[src/rtl/core/red_pkg.sv]
// shared types and constants for the rounded euclidean distance core
`default_nettype none

package red_pkg;

    localparam int QUEUE_DEPTH = 4;
    localparam int QPTR_BITS   = $clog2(QUEUE_DEPTH);
    localparam int QCNT_BITS   = $clog2(QUEUE_DEPTH + 1);

    typedef struct packed {
        logic full;
        logic empty;
    } red_qstat_t;

endpackage

`default_nettype wire

[src/rtl/core/red_front.sv]
// front end: accepts point pairs and forms absolute coordinate differences
`default_nettype none

module red_front
    import red_pkg::*;
#(
    parameter int COORD_BITS = 16
)
(
    input  wire logic                  in_valid,
    output logic                       in_stall,
    input  wire logic [COORD_BITS-1:0] x_a,
    input  wire logic [COORD_BITS-1:0] y_a,
    input  wire logic [COORD_BITS-1:0] x_b,
    input  wire logic [COORD_BITS-1:0] y_b,
    input  wire red_qstat_t            qstat,
    output logic                       push,
    output logic [COORD_BITS-1:0]      dx,
    output logic [COORD_BITS-1:0]      dy
);

    logic [COORD_BITS:0] diff_x;
    logic [COORD_BITS:0] diff_y;
    logic [COORD_BITS:0] neg_x;
    logic [COORD_BITS:0] neg_y;

    assign in_stall = qstat.full;
    assign push     = in_valid && !qstat.full;

    // sign-extended differences
    assign diff_x = {x_a[COORD_BITS-1], x_a} - {x_b[COORD_BITS-1], x_b};
    assign diff_y = {y_a[COORD_BITS-1], y_a} - {y_b[COORD_BITS-1], y_b};
    assign neg_x  = '0 - diff_x;
    assign neg_y  = '0 - diff_y;

    assign dx = diff_x[COORD_BITS] ? neg_x[COORD_BITS-1:0] : diff_x[COORD_BITS-1:0];
    assign dy = diff_y[COORD_BITS] ? neg_y[COORD_BITS-1:0] : diff_y[COORD_BITS-1:0];

endmodule

`default_nettype wire

[src/rtl/core/red_queue.sv]
// short queue of coordinate differences between front and back
`default_nettype none

module red_queue
    import red_pkg::*;
#(
    parameter int DATA_BITS = 32
)
(
    input  wire logic                 clk,
    input  wire logic                 rst_n,
    input  wire logic                 push,
    input  wire logic [DATA_BITS-1:0] wr_data,
    input  wire logic                 pop,
    output logic [DATA_BITS-1:0]      rd_data,
    output red_qstat_t                qstat
);

    logic [DATA_BITS-1:0] entry_reg [0:QUEUE_DEPTH-1];
    logic [QPTR_BITS-1:0] wr_ptr_reg;
    logic [QPTR_BITS-1:0] wr_ptr_next;
    logic [QPTR_BITS-1:0] rd_ptr_reg;
    logic [QPTR_BITS-1:0] rd_ptr_next;
    logic [QCNT_BITS-1:0] count_reg;
    logic [QCNT_BITS-1:0] count_next;

    assign qstat.full  = (count_reg == QCNT_BITS'(QUEUE_DEPTH));
    assign qstat.empty = (count_reg == '0);
    assign rd_data     = entry_reg[rd_ptr_reg];

    always_comb
    begin
        wr_ptr_next = push ? QPTR_BITS'(wr_ptr_reg + 1'b1) : wr_ptr_reg;
        rd_ptr_next = pop ? QPTR_BITS'(rd_ptr_reg + 1'b1) : rd_ptr_reg;
        count_next  = count_reg;
        if (push && !pop)
        begin
            count_next = QCNT_BITS'(count_reg + 1'b1);
        end
        else if (pop && !push)
        begin
            count_next = QCNT_BITS'(count_reg - 1'b1);
        end
    end

    always_ff @(posedge clk or negedge rst_n)
    begin
        if (!rst_n)
        begin
            wr_ptr_reg <= '0;
            rd_ptr_reg <= '0;
            count_reg  <= '0;
        end
        else
        begin
            wr_ptr_reg <= wr_ptr_next;
            rd_ptr_reg <= rd_ptr_next;
            count_reg  <= count_next;
        end
    end

    always_ff @(posedge clk)
    begin
        if (push)
        begin
            entry_reg[wr_ptr_reg] <= wr_data;
        end
    end

    a_count_bound: assert property (@(posedge clk) disable iff (!rst_n)
        count_reg <= QCNT_BITS'(QUEUE_DEPTH))
        else $error("queue count above depth");

    a_no_overflow: assert property (@(posedge clk) disable iff (!rst_n)
        !(push && qstat.full) && !(pop && qstat.empty))
        else $error("queue push when full or pop when empty");

    a_count_track: assert property (@(posedge clk) disable iff (!rst_n)
        (push && !pop) |=> (count_reg == QCNT_BITS'($past(count_reg) + 1'b1)))
        else $error("queue count lost a transfer");

endmodule

`default_nettype wire

[src/rtl/core/red_back.sv]
// back end: squares, sums, pipelined integer square root and rounding
`default_nettype none

module red_back
    import red_pkg::*;
#(
    parameter int COORD_BITS = 16
)
(
    input  wire logic                    clk,
    input  wire logic                    rst_n,
    input  wire red_qstat_t              qstat,
    input  wire logic [2*COORD_BITS-1:0] q_data,
    output logic                         pop,
    output logic                         out_valid,
    input  wire logic                    out_stall,
    output logic [COORD_BITS:0]          distance
);

    localparam int C    = COORD_BITS;
    localparam int RADW = 2 * C + 2;
    localparam int RW   = C + 4;

    logic adv;

    logic              sq_vld_reg;
    logic [2*C-1:0]    dx2_reg;
    logic [2*C-1:0]    dy2_reg;
    logic              sum_vld_reg;
    logic [RADW-1:0]   sum_reg;

    logic              st_vld_reg  [0:C];
    logic [RW-1:0]     st_rem_reg  [0:C];
    logic [C:0]        st_root_reg [0:C];
    logic [RADW-1:0]   st_rad_reg  [0:C];

    logic              st_vld_next  [0:C];
    logic [RW-1:0]     st_rem_next  [0:C];
    logic [C:0]        st_root_next [0:C];

    logic              out_vld_reg;
    logic [C:0]        dist_reg;
    logic [C:0]        dist_next;

    assign adv       = !out_vld_reg || !out_stall;
    assign pop       = adv && !qstat.empty;
    assign out_valid = out_vld_reg;
    assign distance  = dist_reg;

    // one root bit per stage, most significant first
    for (genvar k = 0; k <= C; k++)
    begin : g_sqrt
        localparam int PI = C - k;
        logic [RW-1:0]   rem_in;
        logic [C:0]      root_in;
        logic [RADW-1:0] rad_in;
        logic            vld_in;
        logic [RW-1:0]   rem_sh;
        logic [RW-1:0]   trial;
        logic            take;

        if (k == 0)
        begin : g_first
            assign rem_in  = '0;
            assign root_in = '0;
            assign rad_in  = sum_reg;
            assign vld_in  = sum_vld_reg;
        end
        else
        begin : g_rest
            assign rem_in  = st_rem_reg[k-1];
            assign root_in = st_root_reg[k-1];
            assign rad_in  = st_rad_reg[k-1];
            assign vld_in  = st_vld_reg[k-1];
        end

        assign rem_sh = {rem_in[RW-3:0], rad_in[2*PI+1 -: 2]};
        assign trial  = RW'({root_in, 2'b01});
        assign take   = (rem_sh >= trial);

        always_comb
        begin
            st_vld_next[k]  = vld_in;
            st_rem_next[k]  = take ? RW'(rem_sh - trial) : rem_sh;
            st_root_next[k] = {root_in[C-1:0], take};
        end

        always_ff @(posedge clk or negedge rst_n)
        begin
            if (!rst_n)
            begin
                st_vld_reg[k] <= 1'b0;
            end
            else if (adv)
            begin
                st_vld_reg[k] <= st_vld_next[k];
            end
        end

        always_ff @(posedge clk)
        begin
            if (adv)
            begin
                st_rem_reg[k]  <= st_rem_next[k];
                st_root_reg[k] <= st_root_next[k];
                st_rad_reg[k]  <= rad_in;
            end
        end
    end

    // round up when the remainder exceeds the root
    always_comb
    begin
        if (st_rem_reg[C] > RW'(st_root_reg[C]))
        begin
            dist_next = (C + 1)'(st_root_reg[C] + 1'b1);
        end
        else
        begin
            dist_next = st_root_reg[C];
        end
    end

    always_ff @(posedge clk or negedge rst_n)
    begin
        if (!rst_n)
        begin
            sq_vld_reg  <= 1'b0;
            sum_vld_reg <= 1'b0;
            out_vld_reg <= 1'b0;
        end
        else if (adv)
        begin
            sq_vld_reg  <= pop;
            sum_vld_reg <= sq_vld_reg;
            out_vld_reg <= st_vld_reg[C];
        end
    end

    always_ff @(posedge clk)
    begin
        if (adv)
        begin
            dx2_reg  <= q_data[2*C-1:C] * q_data[2*C-1:C];
            dy2_reg  <= q_data[C-1:0] * q_data[C-1:0];
            sum_reg  <= RADW'(dx2_reg) + RADW'(dy2_reg);
            dist_reg <= dist_next;
        end
    end

    a_pop_nonempty: assert property (@(posedge clk) disable iff (!rst_n)
        pop |-> !qstat.empty)
        else $error("pop from empty queue");

    a_freeze: assert property (@(posedge clk) disable iff (!rst_n)
        (out_vld_reg && out_stall) |=> ($stable(st_vld_reg[C]) && $stable(sum_vld_reg)))
        else $error("pipeline moved while output stalled");

    a_pop_enters: assert property (@(posedge clk) disable iff (!rst_n)
        pop |=> sq_vld_reg)
        else $error("popped item lost");

endmodule

`default_nettype wire

[src/rtl/core/rounded_euclidean_distance_core.sv]
// top level of the rounded euclidean distance core
//
// usage:
//   input channel: in_valid / in_stall with x_a, y_a, x_b, y_b (signed)
//   output channel: out_valid / out_stall with distance (unsigned)
//   a transfer happens on a rising edge with valid high and stall low
//   each input transfer yields one distance, the integer square root of
//   dx*dx + dy*dy rounded to nearest, in input order
// path: from input to output transfer a pair passes the queue, square, sum,
//   COORD_BITS + 1 square root stages, rounding into the output register
// throughput: one pair per cycle while out_stall does not hold the output;
//   the square root pipeline retires one root bit per stage
// reset: clears the queue and all valid flags, no result pending
// receiver stall: the back pipeline holds, the four-entry queue keeps
//   taking pairs until full, then in_stall rises
`default_nettype none

module rounded_euclidean_distance_core
    import red_pkg::*;
#(
    parameter int COORD_BITS = 16
)
(
    input  wire logic                  clk,
    input  wire logic                  rst_n,
    input  wire logic                  in_valid,
    output logic                       in_stall,
    input  wire logic [COORD_BITS-1:0] x_a,
    input  wire logic [COORD_BITS-1:0] y_a,
    input  wire logic [COORD_BITS-1:0] x_b,
    input  wire logic [COORD_BITS-1:0] y_b,
    output logic                       out_valid,
    input  wire logic                  out_stall,
    output logic [COORD_BITS:0]        distance
);

    red_qstat_t              qstat;
    logic                    push;
    logic                    pop;
    logic [COORD_BITS-1:0]   dx;
    logic [COORD_BITS-1:0]   dy;
    logic [2*COORD_BITS-1:0] q_data;

    red_front #(
        .COORD_BITS (COORD_BITS)
    ) u_front (
        .in_valid (in_valid),
        .in_stall (in_stall),
        .x_a      (x_a),
        .y_a      (y_a),
        .x_b      (x_b),
        .y_b      (y_b),
        .qstat    (qstat),
        .push     (push),
        .dx       (dx),
        .dy       (dy)
    );

    red_queue #(
        .DATA_BITS (2 * COORD_BITS)
    ) u_queue (
        .clk     (clk),
        .rst_n   (rst_n),
        .push    (push),
        .wr_data ({dx, dy}),
        .pop     (pop),
        .rd_data (q_data),
        .qstat   (qstat)
    );

    red_back #(
        .COORD_BITS (COORD_BITS)
    ) u_back (
        .clk       (clk),
        .rst_n     (rst_n),
        .qstat     (qstat),
        .q_data    (q_data),
        .pop       (pop),
        .out_valid (out_valid),
        .out_stall (out_stall),
        .distance  (distance)
    );

endmodule

`default_nettype wire
[config.mk]
export PLATFORM = sky130hd
export DESIGN_NAME = rounded_euclidean_distance_core
export DESIGN_NICKNAME = d
export VERILOG_FILES = /design/src/rtl/core/red_pkg.sv /design/src/rtl/core/red_front.sv /design/src/rtl/core/red_queue.sv /design/src/rtl/core/red_back.sv /design/src/rtl/core/rounded_euclidean_distance_core.sv
export SDC_FILE = /design/constraint.sdc
export NUM_CORES = 2
export LEC_CHECK = 0
export ABC_CLOCK_PERIOD_IN_PS = 32900
export BUFFER_PORTS_ARGS = -buffer_cell sky130_fd_sc_hd__buf_2
export CORE_MARGIN = 5
export CORE_UTILIZATION = 53
export CTS_CLUSTER_SIZE = 16
export DETAILED_ROUTE_END_ITERATION = 7
export GPL_ROUTABILITY_DRIVEN = 0
export GPL_TIMING_DRIVEN = 0
export PLACE_DENSITY = 0.69
export REMOVE_ABC_BUFFERS = 1
export SYNTH_ARGS = -nofsm -noshare
export SYNTH_HDL_FRONTEND = slang
export SYNTH_SLANG_ARGS = --single-unit
[constraint.sdc]
create_clock -name clk -period 32.9 [get_ports clk]
set_input_delay 4.935 -clock clk [delete_from_list [all_inputs] [get_ports clk]]
set_output_delay 4.935 -clock clk [all_outputs]
set_load 0.02 [all_outputs]
==> results.cfg <==
[run]
drv.max_cap_violation_count = 0

[synth]
synth_edf_count = 947
synth.most_common_cell = sky130_fd_sc_hd__edfxtp_1
synth.distinct_cells = 83
synth_area_leaders = sky130_fd_sc_hd__edfxtp_1 (48%), sky130_fd_sc_hd__fa_1 (11%), sky130_fd_sc_hd__ha_1 (9.6%)
post_synth_instance_area_um2 = 59600
post_synth.cell_area_avg_um2 = 11.82
synthesis_stage_register_bit_count = 974
ys.warnings.count = 0
synth_flop_cell = sky130_fd_sc_hd__edfxtp_1
post-synth-top-area-fraction_pct = 47.72
netlist_instances = 5040
synthDominantAreaCellType = sky130_fd_sc_hd__edfxtp_1
asyncSetResetFlopFracSynth_pct = 2.772
ys_seq_area_share_pct = 48.85
synth.top_cells.by_count = sky130_fd_sc_hd__edfxtp_1 (947), sky130_fd_sc_hd__inv_1 (788), sky130_fd_sc_hd__ha_1 (455), sky130_fd_sc_hd__nand2_1 (365), sky130_fd_sc_hd__fa_1 (327)

[sta]
slew-limit-headroom_pct = 23.16
maxClockFrequency_ghz = 0.1129
fin_crit_sh_pct = 26.92
worst-slew-pin-transition_ps = 1145
final.setup_skew_ps = 40.13
final_critical_delay_including_setup_and_external_delays_ps = 8858
finalSetupViolCount = 0
setup_tns_ps = 0
rsz_0062_raised_after_global_routing = false
hold_violations = 0
holdWs_ps = 396.3
timing.final.max_slew_violations = 0

[critical_path]
worstSetupStartpointType = flop
crit_type = flop to flop
r2r_slack_ps = 24040
crit_path_max_incr_delay_ps = 680
regToRegEndpoint = u_back.dx2_reg[28]
path_buf_inv = 7
worst_setup_path_end_kind = flop
critical_path_depth = 25
worstPathRequired_ps = 33360
worst_path_dominant_cell_family = adder cells
worst_path_max_delay_cell = sky130_fd_sc_hd__clkinv_1
reg2reg_from = u_queue.rd_ptr_reg[1]
worst_r2r_path_depth = 25
critPathMaxFanout = 36
launching_element_of_the_worst_setup_path = u_queue.rd_ptr_reg[1]
crit_path_frequent_cell = sky130_fd_sc_hd__fa_1
worst_ep_arrival_time_ps = 9320
timing.critical_path.to = u_back.dx2_reg[28]

[layout]
final_layout_size_suffix_gt1_share_pct = 7.440
layout.nets = 6010
fill_cells = 9026
largest_register_ffs = 288
finish.utilization_pct = 58.38
antenna_cells = 0
area_delta_synth_final_pct = 9.748

[floorplan]
fp.dieW_um = 345.3
floorplan.core_area_um2 = 112000
floorplan.die_area_um2 = 119300
initial_core_util_pct = 53.19
floorplan.io_pins = 87
floorplan.die.height_um = 345.3
num_rows = 123

[clock_tree]
post-cts-setup-buffer-count = 0
cts.repair.resized = 0
tritoncts_num_sinks = 974
numCtsBuffers = 103
cts.reportedPaths.clkPinSlew_ps = 60
tritoncts_clock_tree = yes
cts-root-buf = sky130_fd_sc_hd__clkbuf_16
worstSkewPairLatency_ps = 680
cts_buffer_depth = 3
cts-hold-fix-buffers = 0
cts_max_level = 3

[outcome]
run_status = finished clean

[detailed_routing]
drt_first_pass_iters = 7
drt-wirelength-per-cell_um = 15.72
drtAntennaViolNets = 0
routed_wl_um = 106000
drc = 0
avgViaCountPerCell = 5.314
num_vias = 35824
drt_iter0_drc = 1813

[global_route]
global_route.overflow_total = 0
grt_max_degree = 78
gr-usage-all-layers_pct = 17.96
global_route_wire_length_before_repair_um = 179500
grt_antenna_before_repair = 0
grt_pass1_vias = 37590

[min_path]
hold_path.class = flop to flop

[placed_design]
place_hpwl_um = 80460
port_buffers = 86
[worst min path at each step]
stage	endpoint	cells past startpoint	start
2_1_floorplan	u_back.st_rad_reg[0][0]	0	u_back.g_sqrt[0].rad_in[0]
3_3_place_gp	u_back.st_rad_reg[0][176]	0	u_back.st_rad_reg[0][142]
3_5_place_dp	u_back.st_rad_reg[0][155]	0	u_back.st_rad_reg[0][121]
4_1_cts	u_back.st_rad_reg[0][80]	0	u_back.st_rad_reg[0][46]
5_1_grt	u_back.st_rad_reg[0][42]	0	u_back.st_rad_reg[0][8]
6_report	u_back.st_rad_reg[0][80]	0	u_back.st_rad_reg[0][46]
[cell type report]
| cell class | count | area (um2) | area share (%) |
|---|---|---|---|
| flip-flops and latches | 974 | 29120 | 44.51 |
| multi-input cells | 3179 | 27170 | 41.55 |
| inverters | 792 | 2973 | 4.545 |
| clock buffers | 118 | 2676 | 4.092 |
| well taps | 1500 | 1877 | 2.869 |
| repair buffers | 110 | 925.9 | 1.416 |
| clock inverters | 69 | 664.4 | 1.016 |
[stage by stage]
stage | area, um2 | worst slack (ps) | instances
2_1_floorplan | 59230 | 7603 | 4945
3_3_place_gp | 61530 | 1659 | 6531
3_5_place_dp | 62070 | 24030 | 6555
4_1_cts | 65410 | 24020 | 6742
5_1_grt | 65410 | 23500 | 6742
6_report | 65410 | 24040 | 6742
[per-layer routing]
metal  GRT usage, %  up-vias  share of wire [%]
met3          2.537      217                3.2
met1          20.96    17371                 40
met5              0        -                  0
met4          6.366        0                3.6
met2          33.72      613                 53
li1               -    17623                  -
[cells by family after synthesis]
group	count (synthesis)	share of synthesized area, %
DFF	974	48.85
other	1	0.006292
AOI/OAI and AO/OA	767	8.074
adders and majority gates	782	20.54
buffers and inverters	887	5.610
xor gates and xnor gates	372	5.467
muxes	94	1.986
and+or+nand+nor	1163	9.471
[layout by cell type, fill, tap and decap left out, types with 24 or more instances in the layout]
master | Yosys | final
sky130_fd_sc_hd__o21a_1 | 73 | 73
sky130_fd_sc_hd__nand2b_1 | 60 | 60
sky130_fd_sc_hd__buf_2 | 5 | 88
sky130_fd_sc_hd__nand3_1 | 62 | 62
sky130_fd_sc_hd__o21ai_0 | 187 | 185
sky130_fd_sc_hd__a31oi_1 | 25 | 25
sky130_fd_sc_hd__and3_1 | 29 | 29
sky130_fd_sc_hd__nor2b_1 | 36 | 36
sky130_fd_sc_hd__nand2_1 | 365 | 364
sky130_fd_sc_hd__xor2_1 | 131 | 131
sky130_fd_sc_hd__nor4_1 | 25 | 25
sky130_fd_sc_hd__ha_1 | 455 | 455
sky130_fd_sc_hd__mux2i_1 | 26 | 26
sky130_fd_sc_hd__mux2_2 | 54 | 54
sky130_fd_sc_hd__o31ai_1 | 26 | 26
sky130_fd_sc_hd__inv_1 | 788 | 788
sky130_fd_sc_hd__fa_1 | 327 | 327
sky130_fd_sc_hd__nor2_1 | 260 | 259
sky130_fd_sc_hd__and2_1 | 75 | 71
sky130_fd_sc_hd__a21oi_1 | 214 | 214
sky130_fd_sc_hd__xnor2_1 | 241 | 241
sky130_fd_sc_hd__o21bai_1 | 24 | 24
sky130_fd_sc_hd__edfxtp_1 | 947 | 947
sky130_fd_sc_hd__a21o_1 | 73 | 73
sky130_fd_sc_hd__dfrtp_1 | 27 | 25
sky130_fd_sc_hd__nor3_1 | 97 | 97
sky130_fd_sc_hd__or3_1 | 34 | 34
sky130_fd_sc_hd__clkbuf_16 | 0 | 105
sky130_fd_sc_hd__nand4_1 | 35 | 35
Power is left out: the tool's default activity adds up to more than one toggle a clock period on the data nets, which glitch-free logic cannot reach.
